===== src/sv/triangle_circumcircle_assert.svh =====
// Assertion macros for the triangle circumcircle block.
// Used by RTL files in this folder; expects clk and rst in scope.
`ifndef TRIANGLE_CIRCUMCIRCLE_ASSERT_SVH
`define TRIANGLE_CIRCUMCIRCLE_ASSERT_SVH

// Same-cycle implication, disabled during reset
`define TCC_ASSERT_IMP(lbl, ante, cons, msg) \
  lbl: assert property (@(posedge clk) disable iff (rst) (ante) |-> (cons)) \
    else $error(msg);

// Next-cycle implication, disabled during reset
`define TCC_ASSERT_NXT(lbl, ante, cons, msg) \
  lbl: assert property (@(posedge clk) disable iff (rst) (ante) |=> (cons)) \
    else $error(msg);

`endif


===== src/sv/tcc_div_cell.sv =====
// One restoring division step: shifts in a numerator bit, emits a quotient bit.
// Standalone; chained by the top level.
`default_nettype none

module tcc_div_cell #(
  parameter int DW = 8,
  parameter int QW = 8
) (
  input  wire logic          clk,
  input  wire logic          en,
  input  wire logic [DW-1:0] d,
  input  wire logic [DW-1:0] rem_i,
  input  wire logic [QW-1:0] sh_i,
  output logic      [DW-1:0] rem_o,
  output logic      [QW-1:0] sh_o
);

  logic [DW:0] t;
  logic        ge;

  // Trial subtract
  assign t  = {rem_i, sh_i[QW-1]};
  assign ge = (t >= {1'b0, d});

  // Advance remainder and quotient
  always_ff @(posedge clk) begin
    if (en) begin
      rem_o <= ge ? DW'(t - {1'b0, d}) : t[DW-1:0];
      sh_o  <= {sh_i[QW-2:0], ge};
    end
  end

endmodule

`default_nettype wire


===== config.mk =====
export PLATFORM = sky130hd
export DESIGN_NAME = tcc_div_cell
export DESIGN_NICKNAME = d
export VERILOG_FILES = /design/src/sv/triangle_circumcircle_assert.svh /design/src/sv/tcc_div_cell.sv
export SDC_FILE = /design/constraint.sdc
export NUM_CORES = 1
export LEC_CHECK = 0
export ABC_AREA = 0
export BUFFER_PORTS_ARGS = -buffer_cell sky130_fd_sc_hd__buf_2
export CORE_MARGIN = 3
export CORE_UTILIZATION = 42
export CTS_CLUSTER_DIAMETER = 200
export DETAILED_ROUTE_END_ITERATION = 7
export PLACE_DENSITY_LB_ADDON = 0.3
export SKIP_CTS_REPAIR_TIMING = 1
export SYNTH_ARGS = -nofsm -noshare
export SYNTH_HDL_FRONTEND = slang
export SYNTH_SLANG_ARGS = --single-unit

===== constraint.sdc =====
create_clock -name clk -period 1.85 [get_ports clk]
set_input_delay 0.185 -clock clk [delete_from_list [all_inputs] [get_ports clk]]
set_output_delay 0.185 -clock clk [all_outputs]
set_load 0.005 [all_outputs]

# After elaboration in Yosys (flattened, before gate mapping)
# Cells that the tools add are included.
# word_totals
wordCells	5
inputBits	26
out_inout_bits	16
ff_bits	16
# classes
addsub	1
order_cmp	1
muxes	1
# ops
op	n
greater-or-equal comparator 9 x 8 -> 1 bit	1
two-way mux 8 bit	1
subtractor 8 bit	1

# Depth between registers and ports, before layout
# logic_depth
word_depth	2
mapped_depth	8
depth_no_buf	8

# Worst setup path before layout
# OpenSTA, ideal clock, no wires.
# synth_path
path_type	input to register
start	input sh_i[7]
end	register rem_o[6], data pin
path_stages	8
t_arrival_ns	1.698
path_buffers	0
slack_ns	-0.108
path_cell_list	inv_1 > ha_1 > fa_1 > nor2b_1 > o31a_1 > nor4_1 > a311o_1 > mux2_2
# synth_via
elab_chain_cells	2
elab_cells_between_ends	3
# synth_rtl
element	line_no	source
start: declaration	tcc_div_cell.sv:13	input wire logic [QW-1:0] sh_i,
subtractor 8 bit / greater-or-equal comparator 9 x 8 -> 1 bit (equally long branches)	tcc_div_cell.sv:28, tcc_div_cell.sv:23	
two-way mux 8 bit (*)	tcc_div_cell.sv:28	rem_o <= ge ? DW'(t - {1'b0, d}) : t[DW-1:0];
end signal: assignment	tcc_div_cell.sv:28	
end: declaration	tcc_div_cell.sv:14	output logic [DW-1:0] rem_o,
# Every way passes the cells marked *; elsewhere a longest branch is shown, timed or not.
# A chain may end at the register's enable or synchronous reset.

# Worst setup path in the final report
# Ends and elaborated chain as after synthesis.

==> qor.txt <==
outcome: completed
Worst-path clk slew: 0.09 ns
drt total wl: 2310 um
setup TNS: 0 ns
IO Count: 42
#FFs+latches synth: 16
core area: 0.00223 mm2
Clock power frac: 18.7%
sequential share of the synthesized area: 48.0%
Port Buffer Count: 41
FILL cells: 211
syn_area_per_cell: 11.8 um2
Sequential Power Share: 48.1%
Area contributors post-synth: edfxtp_1 (48%), ha_1 (10%), mux2_2 (5.6%)
die width: 54.8 um
max cap viols: 0
Post-synth ARST share: 0%
nature of the critical path endpoint: flip-flop
DP HPWL: 1950 um
GRT overflow: 0
Net Sw Frac: 27.1%
CP max stage cell: fa_2
Rows: 17
DRT iter0 DRCs: 16
Final GP Congestion: 0.831
worst setup margin: 0.0361 ns
Mapped Area: 0.00100 mm2
Max-slew headroom: 71.5%
Worst Path Required: 1.89 ns
syn_nets: 120
initial antenna violation count: 0
Antenna Diode Count: 0
Synth area leader: edfxtp_1
clk sinks: 16
Net Switching: 0.000259 W
count leader, synth: edfxtp_1
clock tree buffer depth: 2
Final setup viols: 0
Slew @ Worst Pin: 0.424 ns
area grow syn2layout: 41.6%
EDFF count, synth: 16
worst hold slack: 0.0729 ns
die height: 54.8 um
DRC violations left: 0
dominant synthesized flop cell: edfxtp_1
first drt pass iteration count: 4
global-route wire length before repair: 3470 um
WL per Instance: 13.4 um
VDD IR-drop max: 0.372 mV
pin count of the biggest net entering global routing: 17
Final period util: 98.0%
Area after DPL: 0.00139 mm2
pwr/cell area: 674 mW/mm2
Routed Antenna Nets: 0
Finished Core Util: 63.5%
crit-path cells: buf_2, inv_8, ha_4, fa_2, nor2b_2, o31a_1, nor4_1, a311o_1, mux2_4
DIE AREA: 0.00301 mm2
synth unique cells: 30
commonest cells in the netlist: edfxtp_1 (16), inv_1 (13), ha_1 (8)
Worst EP arrival: 1.85 ns
Static Leak: 0.675 nW
Setup CP Type: input port to flip-flop
Starting Density: 44.8%
f_max: 0.551 GHz
Combinational Power Share: 33.2%
Num CTS Buffers: 3
Pint: 0.000697 W
share of the synthesized area in the top cell type: 48.0%
final slew viol count: 0
H-tree Lvls: 1
via count: 867
Place WS: -0.290 ns
GR Util All Layers: 16.8%
final hold violation count: 0
Vias/cell: 5.01
min cycle time layout: 1.81 ns
fin area: 0.00142 mm2
Net count, final: 182
setup repair after global routing missed its margin: no
hold crit path type: input port to flip-flop
share of cells above drive strength 1: 51.7%
root buf cell: clkbuf_4
crit path max fanout: 3
CP max stage delay: 0.40 ns
vias in the first global route: 766
Startpoint Class: input port
Synth Instances: 85
Synth Warn #: 0
CTS tree: built
cells in the final DEF, fill, tap and decap left out, drive strengths merged:
cell,netlist,routed
o31a,1,1
nor4,1,1
nor2,2,2
a41o,1,1
mux2,5,5
a21oi,5,5
nor2b,1,1
nand3,2,2
or2b,1,1
nor3,3,3
ha,8,8
fa,1,1
a41oi,1,1
xnor2,2,2
or3,1,1
a311o,1,1
xor2,1,1
o21ai,5,5
o21a,1,1
nor3b,1,1
buf,2,59
inv,13,13
mux2i,2,2
nand2,3,3
a21o,3,3
a211oi,1,1
a31oi,1,1
edfxtp,16,16
clkbuf,0,3
sequential cells by signal, indices dropped and copies added (netlist names):
name,flops
rem_o,8
sh_o,8
critical path: cells and delay by family:
kind,cells,cell delay (ns)
AND/OR/NAND/NOR,2,0.21
AO/OA/AOI/OAI,2,0.46
adder cells (fa/ha/maj),2,0.55
multiplexers,1,0.27
buffers and inverters,2,0.17
per-layer routing:
layer,vias up,wire (um),track usage [%]
met3,5,210,1.91
met2,39,1200,30.7
met5,-,0,0
met4,0,42,8.71
met1,388,859,18.9
li1,435,-,-
cell type report:
cell class	instances	area, um2	share of cell area, %
Multi-Input combinational cell	54	483	34.1
Sequential cell	16	480	33.9
Inverter	13	56.3	3.97
Clock buffer	3	22.5	1.59
Tap cell	28	35.0	2.47
Timing Repair Buffer	59	340	24.0
path summary, 6_finish.rpt:
path,to,cells after the start,start
setup / recovery,rem_o[6],9,sh_i[7]
hold / removal,sh_o[6],1,sh_i[5]
power groups by stage:
stage | Sequential, W | Combinational [W] | Clock (W)
6_report | 0.000460 | 0.000317 | 0.000179
2_1_floorplan | 0.000476 | 0.000161 | 0
3_3_place_gp | 0.000467 | 0.000304 | 0
3_5_place_dp | 0.000469 | 0.000317 | 0
5_1_grt | 0.000465 | 0.000355 | 0.000195
4_1_cts | 0.000461 | 0.000319 | 0.000183
cells by family (layout without fill, tap and decap cells):
| logic type | Yosys count | after routing | share of synthesized area (%) |
|---|---|---|---|
| and+or+nand+nor | 15 | 15 | 7.75 |
| DFF | 16 | 16 | 48.0 |
| xor gates and xnor gates | 3 | 3 | 2.63 |
| adders and majority gates | 9 | 9 | 12.0 |
| AOI/OAI and AO/OA | 20 | 20 | 16.1 |
| muxes | 7 | 7 | 7.62 |
| buffers and inverters | 15 | 75 | 5.88 |
metrics by stage:
step | instances | total power, W
floorplan | 85 | 0.000637
detailed placement | 170 | 0.000787
CTS | 173 | 0.000964
global placement | 170 | 0.000771
global route | 173 | 0.00101
finish | 173 | 0.000956
Power figures use the tool's default switching activity.
