<file path="src/sv/triangle_circumcircle_assert.svh">
// Assertion macros for the triangle circumcircle block.
// Used by RTL files in this folder; expects clk and rst in scope.
`ifndef TRIANGLE_CIRCUMCIRCLE_ASSERT_SVH
`define TRIANGLE_CIRCUMCIRCLE_ASSERT_SVH

// Same-cycle implication, disabled during reset
`define TCC_ASSERT_IMP(lbl, ante, cons, msg) \
  lbl: assert property (@(posedge clk) disable iff (rst) (ante) |-> (cons)) \
    else $error(msg);

// Next-cycle implication, disabled during reset
`define TCC_ASSERT_NXT(lbl, ante, cons, msg) \
  lbl: assert property (@(posedge clk) disable iff (rst) (ante) |=> (cons)) \
    else $error(msg);

`endif

</file>
<file path="src/sv/tcc_sqrt_cell.sv">
// One digit step of a floor square root: two radicand bits in, one root bit out.
// Standalone; chained by the top level.
`default_nettype none

module tcc_sqrt_cell #(
  parameter int XW = 64,
  parameter int RW = 32
) (
  input  wire logic          clk,
  input  wire logic          en,
  input  wire logic [RW+1:0] rem_i,
  input  wire logic [RW-1:0] root_i,
  input  wire logic [XW-1:0] x_i,
  output logic      [RW+1:0] rem_o,
  output logic      [RW-1:0] root_o,
  output logic      [XW-1:0] x_o
);

  logic [RW+3:0] t;
  logic [RW+3:0] trial;
  logic          ge;

  // Trial subtract of 4*root+1
  assign t     = {rem_i, x_i[XW-1:XW-2]};
  assign trial = {2'b00, root_i, 2'b01};
  assign ge    = (t >= trial);

  // Advance remainder, root and radicand
  always_ff @(posedge clk) begin
    if (en) begin
      rem_o  <= ge ? (RW+2)'(t - trial) : t[RW+1:0];
      root_o <= {root_i[RW-2:0], ge};
      x_o    <= {x_i[XW-3:0], 2'b00};
    end
  end

endmodule

`default_nettype wire

</file>
<file path="config.mk">
export PLATFORM = sky130hd
export DESIGN_NAME = tcc_sqrt_cell
export DESIGN_NICKNAME = d
export VERILOG_FILES = /design/src/sv/triangle_circumcircle_assert.svh /design/src/sv/tcc_sqrt_cell.sv
export SDC_FILE = /design/constraint.sdc
export NUM_CORES = 1
export LEC_CHECK = 0
export BUFFER_PORTS_ARGS = -buffer_cell sky130_fd_sc_hd__buf_2
export CAP_MARGIN = 20
export CORE_ASPECT_RATIO = 0.6
export CORE_MARGIN = 1
export CORE_UTILIZATION = 45
export DETAILED_ROUTE_END_ITERATION = 7
export PLACE_DENSITY = 0.76
export SETUP_SLACK_MARGIN = 0.5
export SLEW_MARGIN = 20
export SYNTH_ARGS = -nofsm -noshare
export SYNTH_HDL_FRONTEND = slang
export SYNTH_SLANG_ARGS = --single-unit
</file>
<file path="constraint.sdc">
create_clock -name clk -period 3.65 [get_ports clk]
set_input_delay 0.9125 -clock clk [delete_from_list [all_inputs] [get_ports clk]]
set_output_delay 0.9125 -clock clk [all_outputs]
set_load 0.01 [all_outputs]
</file>
* After elaboration in Yosys (flattened, before gate mapping) *
Cells that the tools add are included.
Widths: inputs -> output; s select.

word-level totals
  register bits after elaboration = 128
  word-level logic and storage cells = 6
  output and inout port bits = 130

cells by class
  order comparisons = 1
  muxes and demuxes = 1
  $add $sub $neg = 1

operator list
  cell            number
  $ge 36x34->1    1
  $mux 34         1
  $sub 34x34->34  1

* Longest topological paths before layout *
Gate-level depths: netlist (run 1).

  depth in word-level cells = 2
  gate-level depth with buffers = 13

* Worst setup path before layout (run 1) *
OpenSTA, ideal clock, no wires.

  path kind = input to register
  start = in root_i[9]
  end = reg rem_o[27] (data pin)
  arrival time = 2.895 ns
  stages on the path = 10
  setup slack = 0.495 ns
  data required time = 3.390 ns
  cells stage by stage = inv_1 > ha_1 > a21o_1 > a31o_1 > a211oi_4 > o211ai_2 > a21bo_2 > mux2i_1 > o221ai_1 > mux2_4

between the ends
  word-level cells in the longest chain between the ends = 2
  elaborated cells between the ends (all ways) = 3
  those cells by class = 1 x add/sub; 1 x order compare; 1 x mux

RTL lines
  item                                                   RTL line                                  RTL
  from (decl)                                            tcc_sqrt_cell.sv:12                       input wire logic [RW-1:0] root_i,
  $sub 34x34->34 / $ge 36x34->1 (equally long branches)  tcc_sqrt_cell.sv:31, tcc_sqrt_cell.sv:26
  $mux 34 (*)                                            tcc_sqrt_cell.sv:31                       rem_o <= ge ? (RW+2)'(t - trial) : t[RW+1:0];
  to (signal assigned)                                   tcc_sqrt_cell.sv:31
  to (decl)                                              tcc_sqrt_cell.sv:14                       output logic [RW+1:0] rem_o,

Mark *: on every way between the ends. The rest lies on a longest branch, timed or not.
A chain may end at the register's enable or synchronous reset.

* Final worst setup path (run 1) *
  start = in root_i[7]
  end = reg rem_o[33] (data pin)

The elaborated chain is that of the path after synthesis.

==> results of run 1 <==
==> flip-flops by register name, indices dropped and copies added, names as in the netlist <==
| register | cells |
|---|---|
| x_o | 62 |
| rem_o | 34 |
| root_o | 32 |
==> path summary, 6_finish.rpt <==
path / startpoint / endpoint / depth (start not counted)
setup / recovery: root_i[7] / rem_o[33] / 13
hold / removal: x_i[23] / x_o[25] / 1
==> cell type report <==
cell class | count | share of cell area [%]
clock buffer | 17 | 4.94
clock inverter | 14 | 1.82
sequential | 128 | 44.7
timing repair buffer | 277 | 17.1
multi-input combinational | 321 | 26.8
tap | 192 | 2.79
inverter | 43 | 1.89
==> power by group through the flow <==
stage | Clock (mW) | Sequential [mW] | Combinational [mW]
2_1_floorplan | 0 | 1.95 | 0.360
5_1_grt | 1.75 | 1.85 | 0.911
6_report | 1.67 | 1.83 | 0.839
3_5_place_dp | 0 | 1.86 | 0.804
4_1_cts | 1.69 | 1.84 | 0.808
3_3_place_gp | 0 | 1.86 | 0.782
==> worst max-delay path, cell delays in order <==
cell,delay (ns)
buf_2,0.09
inv_1,0.04
ha_1,0.31
buf_4,0.17
nand4_1,0.14
nor2_2,0.21
a211oi_4,0.06
buf_4,0.15
a2111oi_4,0.43
o41ai_4,0.12
buf_4,0.18
and4b_1,0.20
o41ai_2,0.30
==> logic make-up (layout without fill, tap and decap cells) <==
family                   after synthesis  after routing  share of synthesized area, %
adder cells (fa/ha/maj)               34             34                          6.74
buffers and inverters                 59            351                          4.08
flip-flops                           128            128                          60.9
multiplexers                           5              5                         0.872
other                                  1              2                        0.0594
XOR/XNOR                              27             27                          3.74
AND/OR/NAND/NOR                      120            120                          8.88
AO/OA/AOI/OAI                        133            133                          14.8
==> timing repair <==
item | in CTS | in global routing
endpoints found under the setup margin | 0 | 25
buffers inserted | 0 | 7
hold buffers | 0 | 0
gates resized for setup | 0 | 12
==> cell usage after synthesis, types with 3 or more instances <==
library cell    n
o21ai_1         4
inv_1          42
nand2b_1        5
o31ai_1         4
a21o_1         19
o21a_1          3
nor2_1         18
xor2_1         13
a21oi_1        28
ha_1           34
xnor2_1        14
nand4_1         6
o41ai_2         3
clkbuf_1        4
nand3_1         6
and2_1          3
nand2_1        58
mux2i_1         4
edfxtp_1      128
nor3_1         10
a31oi_1         4
o21ai_0        41
and3_2          3
buf_2           6
==> stage by stage <==
step / worst slack, ns / instance area [um2] / hold slack (ns)
CTS: 0.501 / 8470 / 0.667
floorplan: 0.501 / 6320 / 1.01
finish: 0.572 / 8610 / 0.680
global placement: 0.134 / 7890 / 1.09
detailed placement: 0.0926 / 7890 / 1.09
global route: 0.444 / 8610 / 0.656
==> layout by cell type (no fill, tap or decap), drive strengths merged, types with 10 or more instances in the layout <==
cell / synthesis / final
o21ai: 46 / 46
clkbuf: 7 / 17
a21o: 20 / 20
nand2: 58 / 58
nor3: 10 / 10
ha: 34 / 34
a21oi: 28 / 28
edfxtp: 128 / 128
xor2: 13 / 13
buf: 9 / 277
inv: 42 / 47
xnor2: 14 / 14
nor2: 18 / 18
==> per-layer routing <==
metal | wire length [um] | GRT usage [%] | vias to the layer above | share of wire (%)
li1 | - | - | 2430 | -
met1 | 7400 | 29.6 | 2394 | 45
met2 | 7600 | 34.8 | 215 | 46
met3 | 1200 | 6.50 | 23 | 7.3
met4 | 192 | 7.43 | 2 | 1.2
met5 | 13 | 0 | - | 0.079
==> flow_metrics.env, run 1 <==
export IMPL_rsz0062_at_grt="no"
export IMPL_place_inst=954
export IMPL_p_leak_nw=3.81
export IMPL_vias=5064
export IMPL_die_h_um=93.8
export IMPL_fin_crit_sh_pct=84.3
export IMPL_violations="DRC"
export IMPL_drive_above_1_share_pct=42.4
export IMPL_synthFlopType="edfxtp_1"
export IMPL_ys_ff_latch=128
export IMPL_post_route_drc_count=3
export IMPL_viasPerCell=5.10
export IMPL_routabilityCongestion=0.916
export IMPL_vdd_ir_drop_max_mv=0.313
export IMPL_async_flop_share_pct=0
export IMPL_rows=33
export IMPL_nFillCells=1079
export IMPL_grt_pass1_vias=4767
export IMPL_finalNonFillerCells=992
export IMPL_syn_avg_cell_area_um2=12.5
export IMPL_path_class="input port to flop"
export IMPL_cp_max_fo=5
export IMPL_hold_violations=0
export IMPL_synth_edf_count=128
export IMPL_dieArea_um2=14500
export IMPL_drt_initial_drc_count=371
export IMPL_fmax_mhz=325
export IMPL_end_kind="flop"
export IMPL_yosys_warnings=0
export IMPL_status="complete, but fails checks"
export IMPL_initial_core_util_pct=46.2
export IMPL_cp_arrival_ns=3.30
export IMPL_clkSinkCount=128
export IMPL_final_util_pct=63.0
export IMPL_grt_max_degree=65
export IMPL_p_per_area_nw_per_um2=505
export IMPL_crit_required_ns=3.87
export IMPL_ant_nets=0
export IMPL_synth_top_cell_area_share_pct=60.9
export IMPL_area_delta_synth_final_pct=36.3
export IMPL_synthTopCellsByArea="edfxtp_1 61%, ha_1 6.7%, nand2_1 3.4%"
export IMPL_ys_types=62
export IMPL_die_w_um=155
export IMPL_placement_io_buffers=259
export IMPL_synth_top_area_cell="edfxtp_1"
export IMPL_synthCells=507
export IMPL_track_usage_pct=22.3
export IMPL_routedWlPerCell_um=16.5
export IMPL_htree_levels=4
export IMPL_overflow=0
export IMPL_syn_area_um2=6310
export IMPL_grt_pass1_wl_um=24500
export IMPL_ys_seq_area_share_pct=60.9
export IMPL_antennaDiodeCount=0
export IMPL_cts_tree="built"
export IMPL_finalSetupViolCount=0
export IMPL_drv_slew=0
export IMPL_ff_latch_area_um2=3840
export IMPL_io_pins=262
export IMPL_cts_root_buf="clkbuf_16"
export IMPL_power_internal_mw=3.17
export IMPL_dpl_hpwl_um=12500
export IMPL_switching_share_pct=27.1
export IMPL_fin_nets=954
export IMPL_power_frac_seq_pct=42.2
export IMPL_fin_crit_ns=3.08
export IMPL_dr_pass1_iters=8
export IMPL_combPwrFrac_pct=19.3
export IMPL_multi_input_area_um2=2300
export IMPL_tns_ns=0
export IMPL_start_kind="input port"
export IMPL_hold_path_class="input port to flop"
export IMPL_antenna_found_initial=1
export IMPL_total_power_mw=4.34
export IMPL_p_sw_mw=1.18
export IMPL_p_clk_share_pct=38.5
export IMPL_maxCapViolCount=0
export IMPL_cts_buffers=17
export IMPL_cts_buffer_depth=2
export IMPL_core_um2=13700
export IMPL_routed_wl_um=16400
export IMPL_clk_pin_slew_ns=0.06
No activity file was read; power rests on OpenSTA's default activity.
==> inputs of run 2 (changes only) <==
==> constraint.sdc (replaced) <==
create_clock -name clk -period 3.15 [get_ports clk]
set_input_delay 0.7875 -clock clk [delete_from_list [all_inputs] [get_ports clk]]
set_output_delay 0.7875 -clock clk [all_outputs]
set_load 0.01 [all_outputs]
==> flow_metrics.env, run 2 (same netlist as run 1, synthesis figures left out) <==
export IMPL_post_route_drc_count=0
export IMPL_die_h_um=93.8
export IMPL_antenna_found_initial=4
export IMPL_final_util_pct=70.6
export IMPL_finalSetupViolCount=0
export IMPL_tns_ns=0
export IMPL_dieArea_um2=14500
export IMPL_dpl_hpwl_um=13300
export IMPL_multi_input_area_um2=2760
export IMPL_layout_common_cells="247 x buf_2, 128 x edfxtp_1, 58 x buf_4"
export IMPL_cp_common_cell="a21o_1"
export IMPL_dr_pass1_iters=5
export IMPL_hold_path_class="input port to flop"
export IMPL_largestRegisters="x_o x62, rem_o x34, root_o x32"
export IMPL_preCtsSetupSlack_ns=-0.0843
export IMPL_critPathTopFamily="compound AO/OA/AOI/OAI gates"
export IMPL_ff_latch_area_um2=3840
export IMPL_routedWlPerCell_um=18.1
export IMPL_fin_nets=1003
export IMPL_core_um2=13700
export IMPL_cts_buffer_depth=2
export IMPL_path_class="input port to flop"
export IMPL_crit_buf_inv=2
export IMPL_status="complete, no violations"
export IMPL_end_kind="flop"
export IMPL_cts_buffers=17
export IMPL_antennaDiodeCount=0
export IMPL_cp_arrival_ns=2.91
export IMPL_p_per_area_nw_per_um2=548
export IMPL_hold_violations=0
export IMPL_overflow=0
export IMPL_vias=5438
export IMPL_area_delta_synth_final_pct=52.8
export IMPL_start_kind="input port"
export IMPL_nFillCells=957
export IMPL_die_w_um=155
export IMPL_viasPerCell=5.22
export IMPL_clk_pin_slew_ns=0.07
export IMPL_use_met2_pct=39.0
export IMPL_regMostFlops="x_o"
export IMPL_setup_slack_ns=0.398
export IMPL_clkSinkCount=128
export IMPL_top_usage_layer="met2"
export IMPL_vdd_ir_drop_max_mv=0.331
export IMPL_grt_use_met3_pct=8.07
export IMPL_whs_ns=0.546
export IMPL_drv_slew=0
export IMPL_fin_crit_ns=2.75
export IMPL_largest_reg_flops=62
export IMPL_io_pins=262
export IMPL_rows=33
export IMPL_maxCapViolCount=0
export IMPL_fmax_mhz=363
export IMPL_tightestPinTransition_ns=0.587
export IMPL_cp_slowest_cell="a211oi_2"
export IMPL_cts_root_buf="clkbuf_16"
export IMPL_cp_max_fo=4
export IMPL_grt_max_degree=61
export IMPL_rsz0062_at_grt="yes"
export IMPL_max_stage_delay_ns=0.32
export IMPL_placement_io_buffers=259
export IMPL_htree_levels=4
export IMPL_fin_crit_sh_pct=87.4
export IMPL_mostFrequentLayoutCell="buf_2"
export IMPL_grt_pass1_wl_um=26900
export IMPL_drive_above_1_share_pct=54.0
export IMPL_path_cells="buf_2, ha_1, a21o_1, a21o_1, a21oi_2, o311ai_2, a211oi_2, o21a_2, clkinv_4, mux2_4"
export IMPL_track_usage_pct=24.5
export IMPL_p_leak_nw=4.20
export IMPL_routed_wl_um=18900
export IMPL_worst_slew_margin_rel_pct=60.9
export IMPL_gr_usage_met1_pct=32.2
export IMPL_cts_tree="built"
export IMPL_ant_nets=0
export IMPL_crit_required_ns=3.31
export IMPL_routabilityCongestion=0.890
export IMPL_drt_initial_drc_count=323
export IMPL_initial_core_util_pct=46.2
export IMPL_grt_pass1_vias=5181
==> run 2: path summary, 6_finish.rpt <==
kind	start	endpoint	slack, ns	cells past startpoint
max	rem_i[27]	rem_o[27]	0.40	10
min	x_i[8]	x_o[10]	0.55	1
==> run 2: cell type report <==
type / instances / share of cell area [%]
well taps: 192 / 2.49
flip-flops and latches: 128 / 39.8
multi-input cells: 322 / 28.6
clock buffers: 17 / 4.41
repair buffers: 325 / 21.0
clock inverters: 15 / 1.56
inverters: 43 / 2.17
==> run 2: timing repair <==
action,in CTS,in global routing
buffers inserted,14,11
pin swaps,29,56
hold buffers,0,0
setup endpoints to repair,28,35
cloned,1,3
gates resized for setup,24,76
==> run 2: power by group <==
group / switching, mW / total, mW / leakage (nW) / internal (mW)
Sequential: 0.0427 / 2.13 / 1.25 / 2.08
Clock: 0.814 / 1.92 / 0.282 / 1.11
Combinational: 0.654 / 1.24 / 2.66 / 0.585
==> run 2: per-layer routing <==
layer | part of all wire, % | vias up | wire [um]
met5 | 0.34 | - | 64
met4 | 1.5 | 8 | 278
met3 | 8.5 | 37 | 1600
met2 | 46 | 240 | 8730
met1 | 43 | 2610 | 8190
li1 | - | 2543 | -
==> run 2: through the flow <==
stage	std cells	power [mW]	cell area (um2)
detailed placement	981	3.21	8410
CTS	1028	5.19	9220
global placement	981	3.19	8410
finish	1042	5.29	9650
global route	1042	5.49	9650
floorplan	508	2.76	6720
==> inputs of run 3 (changes only) <==
--- a/config.mk
+++ b/config.mk
@@ -12,6 +12,7 @@
 export CORE_UTILIZATION = 45
 export DETAILED_ROUTE_END_ITERATION = 7
 export PLACE_DENSITY = 0.76
+export RECOVER_POWER = 25
 export SETUP_SLACK_MARGIN = 0.5
 export SLEW_MARGIN = 20
 export SYNTH_ARGS = -nofsm -noshare
==> flow_metrics.env, run 3 (same netlist as run 1, synthesis figures left out) <==
export IMPL_grt_pass1_vias=5181
export IMPL_drive_above_1_share_pct=51.4
export IMPL_cp_max_fo=7
export IMPL_routabilityCongestion=0.890
export IMPL_preCtsSetupSlack_ns=-0.0843
export IMPL_dpl_hpwl_um=13300
export IMPL_violations="capacitance limit, slew limit"
export IMPL_die_h_um=93.8
export IMPL_tightestPinTransition_ns=1.57
export IMPL_placement_io_buffers=259
export IMPL_vias=5458
export IMPL_largest_reg_flops=62
export IMPL_p_clk_share_pct=36.4
export IMPL_vdd_ir_drop_max_mv=0.332
export IMPL_io_pins=262
export IMPL_dieArea_um2=14500
export IMPL_area_delta_synth_final_pct=51.8
export IMPL_drv_slew=60
export IMPL_final_util_pct=70.1
export IMPL_die_w_um=155
export IMPL_start_kind="input port"
export IMPL_overflow=0
export IMPL_p_leak_nw=4.13
export IMPL_fin_nets=1003
export IMPL_hold_violations=0
export IMPL_track_usage_pct=24.5
export IMPL_cts_root_buf="clkbuf_16"
export IMPL_routed_wl_um=18800
export IMPL_grt_pass1_wl_um=26900
export IMPL_finalSetupViolCount=0
export IMPL_total_power_mw=5.28
export IMPL_power_frac_seq_pct=40.3
export IMPL_mostFrequentLayoutCell="buf_2"
export IMPL_grt_max_degree=61
export IMPL_post_route_drc_count=0
export IMPL_path_class="input port to flop"
export IMPL_ff_latch_area_um2=3840
export IMPL_layout_common_cells="229 x buf_2, 128 x edfxtp_1, 57 x buf_4"
export IMPL_status="complete, but fails checks"
export IMPL_worst_slew_margin_rel_pct=-4.70
export IMPL_whs_ns=0.546
export IMPL_largestRegisters="x_o x62, rem_o x34, root_o x32"
export IMPL_nFillCells=974
export IMPL_crit_required_ns=3.30
export IMPL_regMostFlops="x_o"
export IMPL_dr_pass1_iters=5
export IMPL_setup_slack_ns=0.279
export IMPL_worstHoldStart="x_i[8]"
export IMPL_combPwrFrac_pct=23.3
export IMPL_cp_arrival_ns=3.02
export IMPL_crit_start="root_i[9]"
export IMPL_end_kind="flop"
export IMPL_multi_input_area_um2=2760
export IMPL_hold_path_class="input port to flop"
export IMPL_routedWlPerCell_um=18.1
export IMPL_p_sw_mw=1.51
export IMPL_ant_nets=0
export IMPL_antenna_found_initial=3
export IMPL_switching_share_pct=28.6
export IMPL_p_per_area_nw_per_um2=551
export IMPL_cts_buffers=17
export IMPL_antennaDiodeCount=0
export IMPL_min_path_cells=1
export IMPL_viasPerCell=5.24
export IMPL_rsz0062_at_grt="yes"
export IMPL_fin_crit_sh_pct=91.2
export IMPL_rows=33
export IMPL_postCtsHoldBufs=0
export IMPL_core_um2=13700
export IMPL_fin_crit_ns=2.87
export IMPL_htree_levels=4
export IMPL_power_internal_mw=3.77
export IMPL_cts_buffer_depth=2
export IMPL_maxCapViolCount=1
export IMPL_cts_tree="built"
export IMPL_clkSinkCount=128
export IMPL_drt_initial_drc_count=332
export IMPL_fmax_mhz=348
export IMPL_initial_core_util_pct=46.2
export IMPL_clk_pin_slew_ns=0.07
-- run 3: changes by cell type in the layout (fill, tap and decap cells not counted), sizes merged --
cell    delta
buf       -23
clkbuf    +23
-- run 3: through the flow --
step | TNS, ns | area [um2] | std cells
floorplan | 0 | 6720 | 508
global placement | -0.0704 | 8410 | 981
detailed placement | -0.207 | 8410 | 981
CTS | 0 | 9220 | 1028
global route | 0 | 9590 | 1042
finish | 0 | 9590 | 1042
-- run 3: path summary, 6_finish.rpt --
path and end:
min x_o[10], max rem_o[33]
-- run 3: layer usage --
metal / part of all wire [%] / track usage [%]
met3: 8.5 / 8.07
met4: 1.6 / 6.52
met5: 0.24 / 0
met1: 43 / 32.2
met2: 46 / 39.0
-- run 3: power by group through the flow --
stage / sequential, mW / combinational (mW) / clock [mW]
after floorplan: 2.26 / 0.499 / 0
after global placement: 2.16 / 1.03 / 0
after detailed placement: 2.16 / 1.05 / 0
after CTS: 2.13 / 1.11 / 1.95
after global routing: 2.14 / 1.32 / 2.02
final: 2.13 / 1.23 / 1.92
-- run 3: timing repair --
| action | 4_1_cts | 5_1_grt |
|---|---|---|
| endpoints found under the setup margin | 28 | 35 |
| buffers inserted | 14 | 11 |
| gates cloned | 1 | 3 |
| pin swaps | 29 | 56 |
| resized for setup | 24 | 76 |
| endpoints found under the hold margin | 0 | 0 |
-- run 3: area by class of cell --
cell class | count | area share, %
sequential | 128 | 40.1
inverter | 43 | 2.18
tap | 192 | 2.51
clock inverter | 15 | 1.57
timing repair buffer | 325 | 20.4
clock buffer | 17 | 4.44
multi-input combinational | 322 | 28.8
-- run 3: critical path, stage by stage --
cell and delay (ns):
clkbuf_1 0.29, inv_12 0.03, ha_4 0.24, a21o_1 0.17
a31o_1 0.22, a211oi_4 0.26, buf_4 0.17, a2111oi_4 0.08
o41ai_4 0.37, and4b_1 0.31, o41ai_4 0.09
